`config.mk`:
```
export PLATFORM = sky130hd
export DESIGN_NAME = route_record_stream_parser_flat
export DESIGN_NICKNAME = d
export VERILOG_FILES = /design/src/hw/rtl/rrsp_pkg.sv /design/src/hw/rtl/rrsp_channels.sv /design/src/hw/rtl/route_record_stream_parser.sv /design/src/hw/rtl/rrsp_in_stage.sv /design/src/hw/rtl/rrsp_parser.sv /design/src/hw/rtl/rrsp_out_stage.sv /design/src/flat_wrapper.sv
export VERILOG_INCLUDE_DIRS = /design/src /design/src/hw/rtl
export SDC_FILE = /design/constraint.sdc
export NUM_CORES = 1
export LEC_CHECK = 0
export BUFFER_PORTS_ARGS = -buffer_cell sky130_fd_sc_hd__buf_4
export CAP_MARGIN = 20
export CORE_AREA = 5 5 91 102
export CTS_CLUSTER_DIAMETER = 150
export DETAILED_ROUTE_END_ITERATION = 10
export DIE_AREA = 0 0 96 107
export PLACE_DENSITY = 0.66
export SLEW_MARGIN = 5
export SYNTH_ARGS = -nofsm -noshare
export SYNTH_HDL_FRONTEND = slang
export SYNTH_SLANG_ARGS = --single-unit
```
`constraint.sdc`:
```
create_clock -name clock -period 10.7 [get_ports clock]
set_input_delay 2.14 -clock clock [delete_from_list [all_inputs] [get_ports clock]]
set_output_delay 2.14 -clock clock [all_outputs]
set_load 0.005 [all_outputs]
```
`src/hw/rtl/route_record_stream_parser_assert.svh`:
```
// ----------------------------------------------------------------------------
// route record stream parser assertion macros
// shared concurrent assertion forms, clocked on the rising edge and
// disabled while reset is high
// ----------------------------------------------------------------------------
`ifndef ROUTE_RECORD_STREAM_PARSER_ASSERT_SVH
`define ROUTE_RECORD_STREAM_PARSER_ASSERT_SVH

// same-cycle implication
`define RRSP_ASSERT_SAME(lbl, clk, rst, ante, cons) \
   lbl: assert property (@(posedge clk) disable iff (rst) (ante) |-> (cons)) \
      else $error("rrsp assertion failed");

// next-cycle implication
`define RRSP_ASSERT_NEXT(lbl, clk, rst, ante, cons) \
   lbl: assert property (@(posedge clk) disable iff (rst) (ante) |=> (cons)) \
      else $error("rrsp assertion failed");

`endif

```
`src/hw/rtl/rrsp_pkg.sv`:
```
// ----------------------------------------------------------------------------
// rrsp_pkg
// types and constants shared by the route record stream parser
// ----------------------------------------------------------------------------
package rrsp_pkg;

   localparam int unsigned NumberWidth = 32;
   localparam int unsigned RouteWidth  = 31;
   localparam int unsigned ByteWidth   = 8;
   localparam int unsigned KindWidth   = 3;

   localparam logic [ByteWidth-1:0] NulByte   = 8'd0;
   localparam logic [ByteWidth-1:0] CtrlLimit = 8'd31;

   localparam logic ActionData = 1'b0;
   localparam logic ActionEos  = 1'b1;

   typedef enum logic [3:0] {
      PhNumber = 4'b0001,
      PhStart  = 4'b0010,
      PhEnd    = 4'b0100,
      PhError  = 4'b1000
   } phase_type;

   typedef enum logic [KindWidth-1:0] {
      KNumDone    = 3'd0,
      KStartByte  = 3'd1,
      KEndByte    = 3'd2,
      KRecordDone = 3'd3,
      KBadNumber  = 3'd4,
      KControl    = 3'd5,
      KTruncated  = 3'd6,
      KCleanEnd   = 3'd7
   } kind_type;

   typedef struct packed {
      logic                 action;
      logic [ByteWidth-1:0] data_byte;
   } item_type;

   typedef struct packed {
      kind_type              kind;
      logic [RouteWidth-1:0] route_number;
      logic [ByteWidth-1:0]  text_byte;
   } result_type;

endpackage

```
`src/hw/rtl/rrsp_channels.sv`:
```
// ----------------------------------------------------------------------------
// rrsp channel interfaces
// valid/ready channels for input beats and result beats
// ----------------------------------------------------------------------------
interface rrsp_req_if;
   logic                           valid;
   logic                           ready;
   logic                           action;
   logic [rrsp_pkg::ByteWidth-1:0] data_byte;

   modport source (output valid, output action, output data_byte, input ready);
   modport sink (input valid, input action, input data_byte, output ready);
endinterface

interface rrsp_rsp_if;
   logic                            valid;
   logic                            ready;
   logic [rrsp_pkg::KindWidth-1:0]  kind;
   logic [rrsp_pkg::RouteWidth-1:0] route_number;
   logic [rrsp_pkg::ByteWidth-1:0]  text_byte;

   modport source (output valid, output kind, output route_number, output text_byte,
                   input ready);
   modport sink (input valid, input kind, input route_number, input text_byte,
                 output ready);
endinterface

```
`src/hw/rtl/route_record_stream_parser.sv`:
```
// ----------------------------------------------------------------------------
// route_record_stream_parser
// byte-serial parser for route records: number, start text, end text
// ----------------------------------------------------------------------------
// The block takes one beat per clock cycle, sustained, as long as the response
// side keeps ready high: a beat passes from the input register through one
// level of phase and classification logic into the result register, which
// drives the response channel. A beat that gives no result (a partial number
// byte, the terminator of the start field, a byte in the error phase) still
// needs a free result slot to move on. The result register's ready feeds
// combinationally back to req ready, so the input register and result
// register together hold at most one beat each and nothing is lost under
// back-pressure. Each record is a four-byte little-endian number followed by
// two NUL-terminated text fields; a number of zero or with the sign bit set,
// or a text byte from 1 to 31, reports an error and silences the block until
// the end-of-stream beat.
// ----------------------------------------------------------------------------
module route_record_stream_parser (
   input  logic       clock,
   input  logic       reset,
   rrsp_req_if.sink   req_bus,
   rrsp_rsp_if.source rsp_bus
);

   // input register towards parser
   logic                 item_valid;
   rrsp_pkg::item_type   item;

   // parser towards result register
   logic                 has_result;
   rrsp_pkg::result_type result;

   // handshake between the stages
   logic                 can_take;
   logic                 step;
   logic                 load;

   // a held beat is consumed once the result slot is free or draining
   assign step = item_valid && can_take;
   assign load = step && has_result;

   rrsp_in_stage u_in_stage (
      .clock      (clock),
      .reset      (reset),
      .req_bus    (req_bus),
      .step       (step),
      .item_valid (item_valid),
      .item       (item)
   );

   rrsp_parser u_parser (
      .clock      (clock),
      .reset      (reset),
      .step       (step),
      .item       (item),
      .has_result (has_result),
      .result     (result)
   );

   rrsp_out_stage u_out_stage (
      .clock    (clock),
      .reset    (reset),
      .rsp_bus  (rsp_bus),
      .load     (load),
      .result   (result),
      .can_take (can_take)
   );

endmodule

```
`src/hw/rtl/rrsp_in_stage.sv`:
```
// ----------------------------------------------------------------------------
// rrsp_in_stage
// input register: holds one beat until the parser consumes it
// ----------------------------------------------------------------------------
module rrsp_in_stage (
   input  logic               clock,
   input  logic               reset,
   rrsp_req_if.sink           req_bus,
   input  logic               step,
   output logic               item_valid,
   output rrsp_pkg::item_type item
);

   logic               valid_ff;
   logic               valid_in;
   rrsp_pkg::item_type item_ff;
   logic               take;

   // free slot, or the held beat leaves this cycle
   assign req_bus.ready = !valid_ff || step;
   assign take          = req_bus.valid && req_bus.ready;

   always_comb begin
      valid_in = valid_ff;
      if (take) begin
         valid_in = 1'b1;
      end else if (step) begin
         valid_in = 1'b0;
      end
   end

   always_ff @(posedge clock) begin
      if (reset) begin
         valid_ff <= 1'b0;
      end else begin
         valid_ff <= valid_in;
      end
   end

   always_ff @(posedge clock) begin
      if (take) begin
         item_ff.action    <= req_bus.action;
         item_ff.data_byte <= req_bus.data_byte;
      end
   end

   assign item_valid = valid_ff;
   assign item       = item_ff;

endmodule

```
`src/hw/rtl/rrsp_parser.sv`:
```
// ----------------------------------------------------------------------------
// rrsp_parser
// record phase tracking, number assembly and text byte classification
// ----------------------------------------------------------------------------
`include "route_record_stream_parser_assert.svh"

module rrsp_parser (
   input  logic                 clock,
   input  logic                 reset,
   input  logic                 step,
   input  rrsp_pkg::item_type   item,
   output logic                 has_result,
   output rrsp_pkg::result_type result
);

   rrsp_pkg::phase_type                   phase_ff;
   rrsp_pkg::phase_type                   phase_in;
   logic [1:0]                            count_ff;
   logic [1:0]                            count_in;
   logic [rrsp_pkg::NumberWidth-1:0]      acc_ff;
   logic [rrsp_pkg::NumberWidth-1:0]      acc_in;
   logic [rrsp_pkg::ByteWidth-1:0]        b;
   logic                                  is_control;

   assign b          = item.data_byte;
   assign is_control = (b != rrsp_pkg::NulByte) && (b <= rrsp_pkg::CtrlLimit);

   always_comb begin
      phase_in            = phase_ff;
      count_in            = count_ff;
      acc_in              = acc_ff;
      has_result          = 1'b0;
      result.kind         = rrsp_pkg::KCleanEnd;
      result.route_number = '0;
      result.text_byte    = '0;

      if (item.action == rrsp_pkg::ActionEos) begin
         phase_in = rrsp_pkg::PhNumber;
         count_in = 2'd0;
         acc_in   = '0;
         unique case (phase_ff)
            rrsp_pkg::PhNumber: begin
               has_result  = 1'b1;
               result.kind = rrsp_pkg::KCleanEnd;
            end
            rrsp_pkg::PhStart, rrsp_pkg::PhEnd: begin
               has_result  = 1'b1;
               result.kind = rrsp_pkg::KTruncated;
            end
            default: begin
               has_result = 1'b0;
            end
         endcase
      end else begin
         unique case (phase_ff)
            rrsp_pkg::PhNumber: begin
               // bytes enter at the top, first byte ends in the low lane
               acc_in   = {b, acc_ff[rrsp_pkg::NumberWidth-1:rrsp_pkg::ByteWidth]};
               count_in = count_ff + 2'd1;
               if (count_ff == 2'd3) begin
                  has_result = 1'b1;
                  if (acc_in == '0 || acc_in[rrsp_pkg::NumberWidth-1]) begin
                     phase_in    = rrsp_pkg::PhError;
                     result.kind = rrsp_pkg::KBadNumber;
                  end else begin
                     phase_in            = rrsp_pkg::PhStart;
                     result.kind         = rrsp_pkg::KNumDone;
                     result.route_number = acc_in[rrsp_pkg::RouteWidth-1:0];
                  end
               end
            end
            rrsp_pkg::PhStart, rrsp_pkg::PhEnd: begin
               if (b == rrsp_pkg::NulByte) begin
                  if (phase_ff == rrsp_pkg::PhStart) begin
                     phase_in = rrsp_pkg::PhEnd;
                  end else begin
                     phase_in            = rrsp_pkg::PhNumber;
                     count_in            = 2'd0;
                     has_result          = 1'b1;
                     result.kind         = rrsp_pkg::KRecordDone;
                     result.route_number = acc_ff[rrsp_pkg::RouteWidth-1:0];
                  end
               end else if (is_control) begin
                  phase_in    = rrsp_pkg::PhError;
                  has_result  = 1'b1;
                  result.kind = rrsp_pkg::KControl;
               end else begin
                  has_result       = 1'b1;
                  result.text_byte = b;
                  result.kind      = (phase_ff == rrsp_pkg::PhStart) ?
                                     rrsp_pkg::KStartByte : rrsp_pkg::KEndByte;
               end
            end
            default: begin
               // error phase: data bytes are dropped
               has_result = 1'b0;
            end
         endcase
      end
   end

   always_ff @(posedge clock) begin
      if (reset) begin
         phase_ff <= rrsp_pkg::PhNumber;
         count_ff <= 2'd0;
      end else if (step) begin
         phase_ff <= phase_in;
         count_ff <= count_in;
      end
   end

   always_ff @(posedge clock) begin
      if (step) begin
         acc_ff <= acc_in;
      end
   end

   `RRSP_ASSERT_SAME(a_count_only_in_number, clock, reset,
      count_ff != 2'd0, phase_ff == rrsp_pkg::PhNumber)
   `RRSP_ASSERT_NEXT(a_eos_restarts, clock, reset,
      step && item.action == rrsp_pkg::ActionEos,
      phase_ff == rrsp_pkg::PhNumber && count_ff == 2'd0)
   `RRSP_ASSERT_SAME(a_error_silent, clock, reset,
      phase_ff == rrsp_pkg::PhError && item.action == rrsp_pkg::ActionData,
      !has_result)
   `RRSP_ASSERT_SAME(a_record_from_end, clock, reset,
      has_result && result.kind == rrsp_pkg::KRecordDone, phase_ff == rrsp_pkg::PhEnd)

endmodule

```
`src/hw/rtl/rrsp_out_stage.sv`:
```
// ----------------------------------------------------------------------------
// rrsp_out_stage
// result register driving the response channel
// ----------------------------------------------------------------------------
module rrsp_out_stage (
   input  logic                 clock,
   input  logic                 reset,
   rrsp_rsp_if.source           rsp_bus,
   input  logic                 load,
   input  rrsp_pkg::result_type result,
   output logic                 can_take
);

   logic                 valid_ff;
   logic                 valid_in;
   rrsp_pkg::result_type result_ff;

   assign can_take = !valid_ff || rsp_bus.ready;

   always_comb begin
      valid_in = valid_ff;
      if (load) begin
         valid_in = 1'b1;
      end else if (rsp_bus.ready) begin
         valid_in = 1'b0;
      end
   end

   always_ff @(posedge clock) begin
      if (reset) begin
         valid_ff <= 1'b0;
      end else begin
         valid_ff <= valid_in;
      end
   end

   always_ff @(posedge clock) begin
      if (load) begin
         result_ff <= result;
      end
   end

   assign rsp_bus.valid        = valid_ff;
   assign rsp_bus.kind         = result_ff.kind;
   assign rsp_bus.route_number = result_ff.route_number;
   assign rsp_bus.text_byte    = result_ff.text_byte;

endmodule
```
`src/flat_wrapper.sv`:
```
// flat-port wrapper written by rule: the top's interface ports become plain ports
module route_record_stream_parser_flat 
  (clock, reset, req_bus_valid, req_bus_action, req_bus_data_byte, req_bus_ready, rsp_bus_valid, rsp_bus_kind, rsp_bus_route_number, rsp_bus_text_byte, rsp_bus_ready);
  rrsp_req_if req_bus_i ();
  rrsp_rsp_if rsp_bus_i ();
  input  logic clock;
  input  logic reset;
  input wire logic [$bits(req_bus_i.valid)-1:0] req_bus_valid;
  input wire logic [$bits(req_bus_i.action)-1:0] req_bus_action;
  input wire logic [$bits(req_bus_i.data_byte)-1:0] req_bus_data_byte;
  output wire logic [$bits(req_bus_i.ready)-1:0] req_bus_ready;
  output wire logic [$bits(rsp_bus_i.valid)-1:0] rsp_bus_valid;
  output wire logic [$bits(rsp_bus_i.kind)-1:0] rsp_bus_kind;
  output wire logic [$bits(rsp_bus_i.route_number)-1:0] rsp_bus_route_number;
  output wire logic [$bits(rsp_bus_i.text_byte)-1:0] rsp_bus_text_byte;
  input wire logic [$bits(rsp_bus_i.ready)-1:0] rsp_bus_ready;
  assign req_bus_i.valid = req_bus_valid;
  assign req_bus_i.action = req_bus_action;
  assign req_bus_i.data_byte = req_bus_data_byte;
  assign req_bus_ready = req_bus_i.ready;
  assign rsp_bus_valid = rsp_bus_i.valid;
  assign rsp_bus_kind = rsp_bus_i.kind;
  assign rsp_bus_route_number = rsp_bus_i.route_number;
  assign rsp_bus_text_byte = rsp_bus_i.text_byte;
  assign rsp_bus_i.ready = rsp_bus_ready;
  route_record_stream_parser u_core (.clock(clock), .reset(reset), .req_bus(req_bus_i), .rsp_bus(rsp_bus_i));
endmodule
```
==> impl_metrics.tcl <==
set metrics [dict create \
    fin_crit_sh_pct 45.05 \
    gp_congestion 0.8473 \
    fin_ws_ps 5880 \
    clkSlewWorstSetupHoldPaths_ps 90 \
    drt_iter0_markers 176 \
    die-area_mm2 0.01027 \
    cts.sinks 91 \
    pre_cts_slack_ps 5882 \
    port_buffers 56 \
    grt_use_total_pct 16.27 \
    cts_setup_buffers 0 \
    hold_viol 0 \
    power_density_mw_per_mm2 143.2 \
    synth_seq_area_share_pct 67.09 \
    grt_overflow 0 \
    grt_pass1_wl_um 12840 \
    p_int_mw 0.5242 \
    floorplan.core_area_mm2 0.008145 \
    dpl_cell_area_mm2 0.004466 \
    report.final.slew_viol_count 0 \
    fin_crit_ps 4820 \
    ys_top_cells_by_area "edfxtp_1 63%, a22oi_1 5.9%, nor2b_1 5.1%" \
    critPathMaxStageDelay_ps 190 \
    path_cells "buf_4, nor2b_1, nand2_1, buf_4" \
    status "complete, no violations" \
    swShare_pct 21.86 \
    grt_max_degree 42 \
    num_vias 2524 \
    n_antenna_cell 0 \
    clock.fmax_mhz 207.5 \
    yosysTopAreaCellShare_pct 63.04 \
    yosys_warnings 0 \
    start_kind "input port" \
    cts_hold_buf 0 \
    worstPathArrival_ps 2680 \
    clock_path_buffers 2 \
    cts_tree "built" \
    rsz0062_at_grt "false" \
    power.share.clock_pct 33.5 \
    start_util_pct 48.54 \
    ys_ff_latch 91 \
    clock_skew_ps 11.14 \
    slew_headroom_pct 31.73 \
    cpLargestDelayFamily "simple AND/OR/NAND/NOR gates" \
    synth_enable_flop_cells 83 \
    setup_violations 0 \
    drt_wl_total_um 7691 \
    setup_tns_ps 0 \
    cp_slowest_cell "nor2b_1" \
    die_h_um 107 \
    power_frac_seq_pct 61.1 \
    crit_path_frequent_cell "buf_4" \
    hp-class "reg2reg" \
    cts_made_buffers 9 \
    ant_nets 0 \
    worst_pin_slew_ps 1024 \
    synthCells 296 \
    dpl.hpwl_um 5254 \
    antenna_found_initial 0 \
    path_class "in2out" \
    drive_above_1_share_pct 25.07 \
    h-tree-depth 3 \
    yosysTopAreaCell "edfxtp_1" \
    final_nets 364 \
    cap_violations 0 \
    clock_latency_ps 350 \
    routedWlPerCell_um 16.50 \
    firstDrtPassIters 4 \
    whs_ps 475.3 \
    routed_via_density 5.416 \
    synth_area_mm2 0.003954 \
    first_global_vias 2555 \
    critPathCaptureType "output port" \
    synth_nets 310 \
    fillers 715 \
    row_count 35 \
    stdcell_area_mm2 0.004684 \
    worst-path-buf-inv 2 \
    postSynth.asyncResetShare_pct 0 \
    cts_root_buf "clkbuf_8" \
    switchingPower_mw 0.1466 \
    num_io_pins 57 \
    drc 0 \
    die_w_um 96 \
    post_cts_resized 0 \
    avgSynthCellArea_um2 13.36 \
    peakVddDrop_mv 0.08249 \
    comb_power_share_pct 5.4 \
    netlist-cell-type-count 45 \
    critPathRequiredTime_ps 8560 \
    leakagePower_nw 1.573 \
    syn2layout_area_growth_pct 18.48 \
    path_max_fanout 3 \
    synth_flop_cell "edfxtp_1" \
]
-- power groups by stage --
stage               logic [mW]  clock network (mW)  registers (mW)
floorplan               0.0191                   0           0.416
global placement        0.0357                   0           0.418
detailed placement      0.0365                   0           0.418
CTS                     0.0367               0.230           0.410
global route            0.0399               0.245           0.412
finish                  0.0361               0.225           0.410
-- cell usage after synthesis, drive strengths merged (2+ instances only) --
cell,number
a21o,2
a21oi,3
a221oi,2
a22oi,31
and2,8
and3,2
buf,7
clkbuf,12
dfxtp,8
edfxtp,83
inv,4
nand2,7
nand2b,6
nand3,2
nor2,43
nor2b,32
nor3,4
nor4,8
nor4b,3
o2111ai,2
o21ai,6
or2,2
or3,3
or4b,2
-- metrics by stage --
step,power (mW),cells,util [%]
6_report,0.6708,466,57.51
5_1_grt,0.6964,466,57.51
4_1_cts,0.6763,465,57.17
3_5_place_dp,0.4545,449,54.82
3_3_place_gp,0.4533,449,54.82
2_1_floorplan,0.4356,296,-
-- tightest hold or removal path, cell delays in order, from the launching register on --
cell,delay (ps)
dfxtp_1,320
nand2b_1,60
o21ai_1,50
-- routing by layer --
layer / GRT usage, % / vias to the layer above / part of all wire (%)
met5: 0 / - / 0
met4: 5.183 / 0 / 0.59
met3: 3.439 / 5 / 4.8
met2: 26.05 / 72 / 50
met1: 21.97 / 1232 / 44
li1: - / 1215 / -
-- cells in the final DEF, fill, tap and decap left out, types with 2 or more instances in the layout --
cell,synthesis,layout
clkinvlp_4,0,2
nor2b_1,32,32
buf_4,0,61
or4b_1,2,2
dfxtp_1,8,8
a21oi_1,3,3
and3_1,2,2
inv_1,4,4
o2111ai_1,2,2
clkinv_2,0,2
o21ai_0,3,3
nor4b_4,2,2
a22oi_1,31,31
or3_1,2,2
edfxtp_1,83,83
nor4_1,8,8
a21o_1,2,2
o21ai_1,3,3
nand2b_1,6,6
nand2_1,7,7
clkbuf_8,0,9
nor2_1,43,42
and2_1,8,8
nor3_1,3,3
nand3_1,2,2
-- area by class of cell --
class / instances / area [um2] / share of cell area [%]
repair buffers: 62 / 485.5 / 10.36
clock inverters: 7 / 67.56 / 1.442
multi-input cells: 182 / 1201 / 25.64
flip-flops and latches: 91 / 2653 / 56.62
inverters: 4 / 15.01 / 0.3205
well taps: 111 / 138.9 / 2.965
clock buffers: 9 / 123.9 / 2.644
-- cells by family (layout without fill, tap and decap cells) --
family	count (synthesis)	count (layout)	synth area share, %
xor+xnor	2	2	0.4431
compound gates	53	53	10.79
fa+ha+maj	1	1	0.3164
flops	91	91	67.09
simple gates	126	126	18.32
buf+inv	23	82	3.038
-- path summary, 6_finish.rpt --
kind         cells after the start                         from  slack, ps                                     endpoint
min                              2  u_core.u_parser.count_ff[1]        480                  u_core.u_parser.count_ff[1]
max                              4                rsp_bus_ready       5880                                req_bus_ready
max reg2reg                      4  u_core.u_parser.phase_ff[2]       7670  u_core.u_out_stage.rsp_bus.route_number[25]
min reg2reg                      2  u_core.u_parser.count_ff[1]        480                  u_core.u_parser.count_ff[1]
-- registers in the layout, indices dropped and copies added, names as in the netlist --
register,flops
u_core.u_in_stage.item,9
u_core.u_in_stage.item_valid,1
u_core.u_out_stage.rsp_bus.kind,3
u_core.u_out_stage.rsp_bus.route_number,31
u_core.u_out_stage.rsp_bus.text_byte,8
u_core.u_out_stage.rsp_bus.valid,1
u_core.u_parser.acc_ff,32
u_core.u_parser.count_ff,2
u_core.u_parser.phase_ff,4
Power figures use the tool's default switching activity.
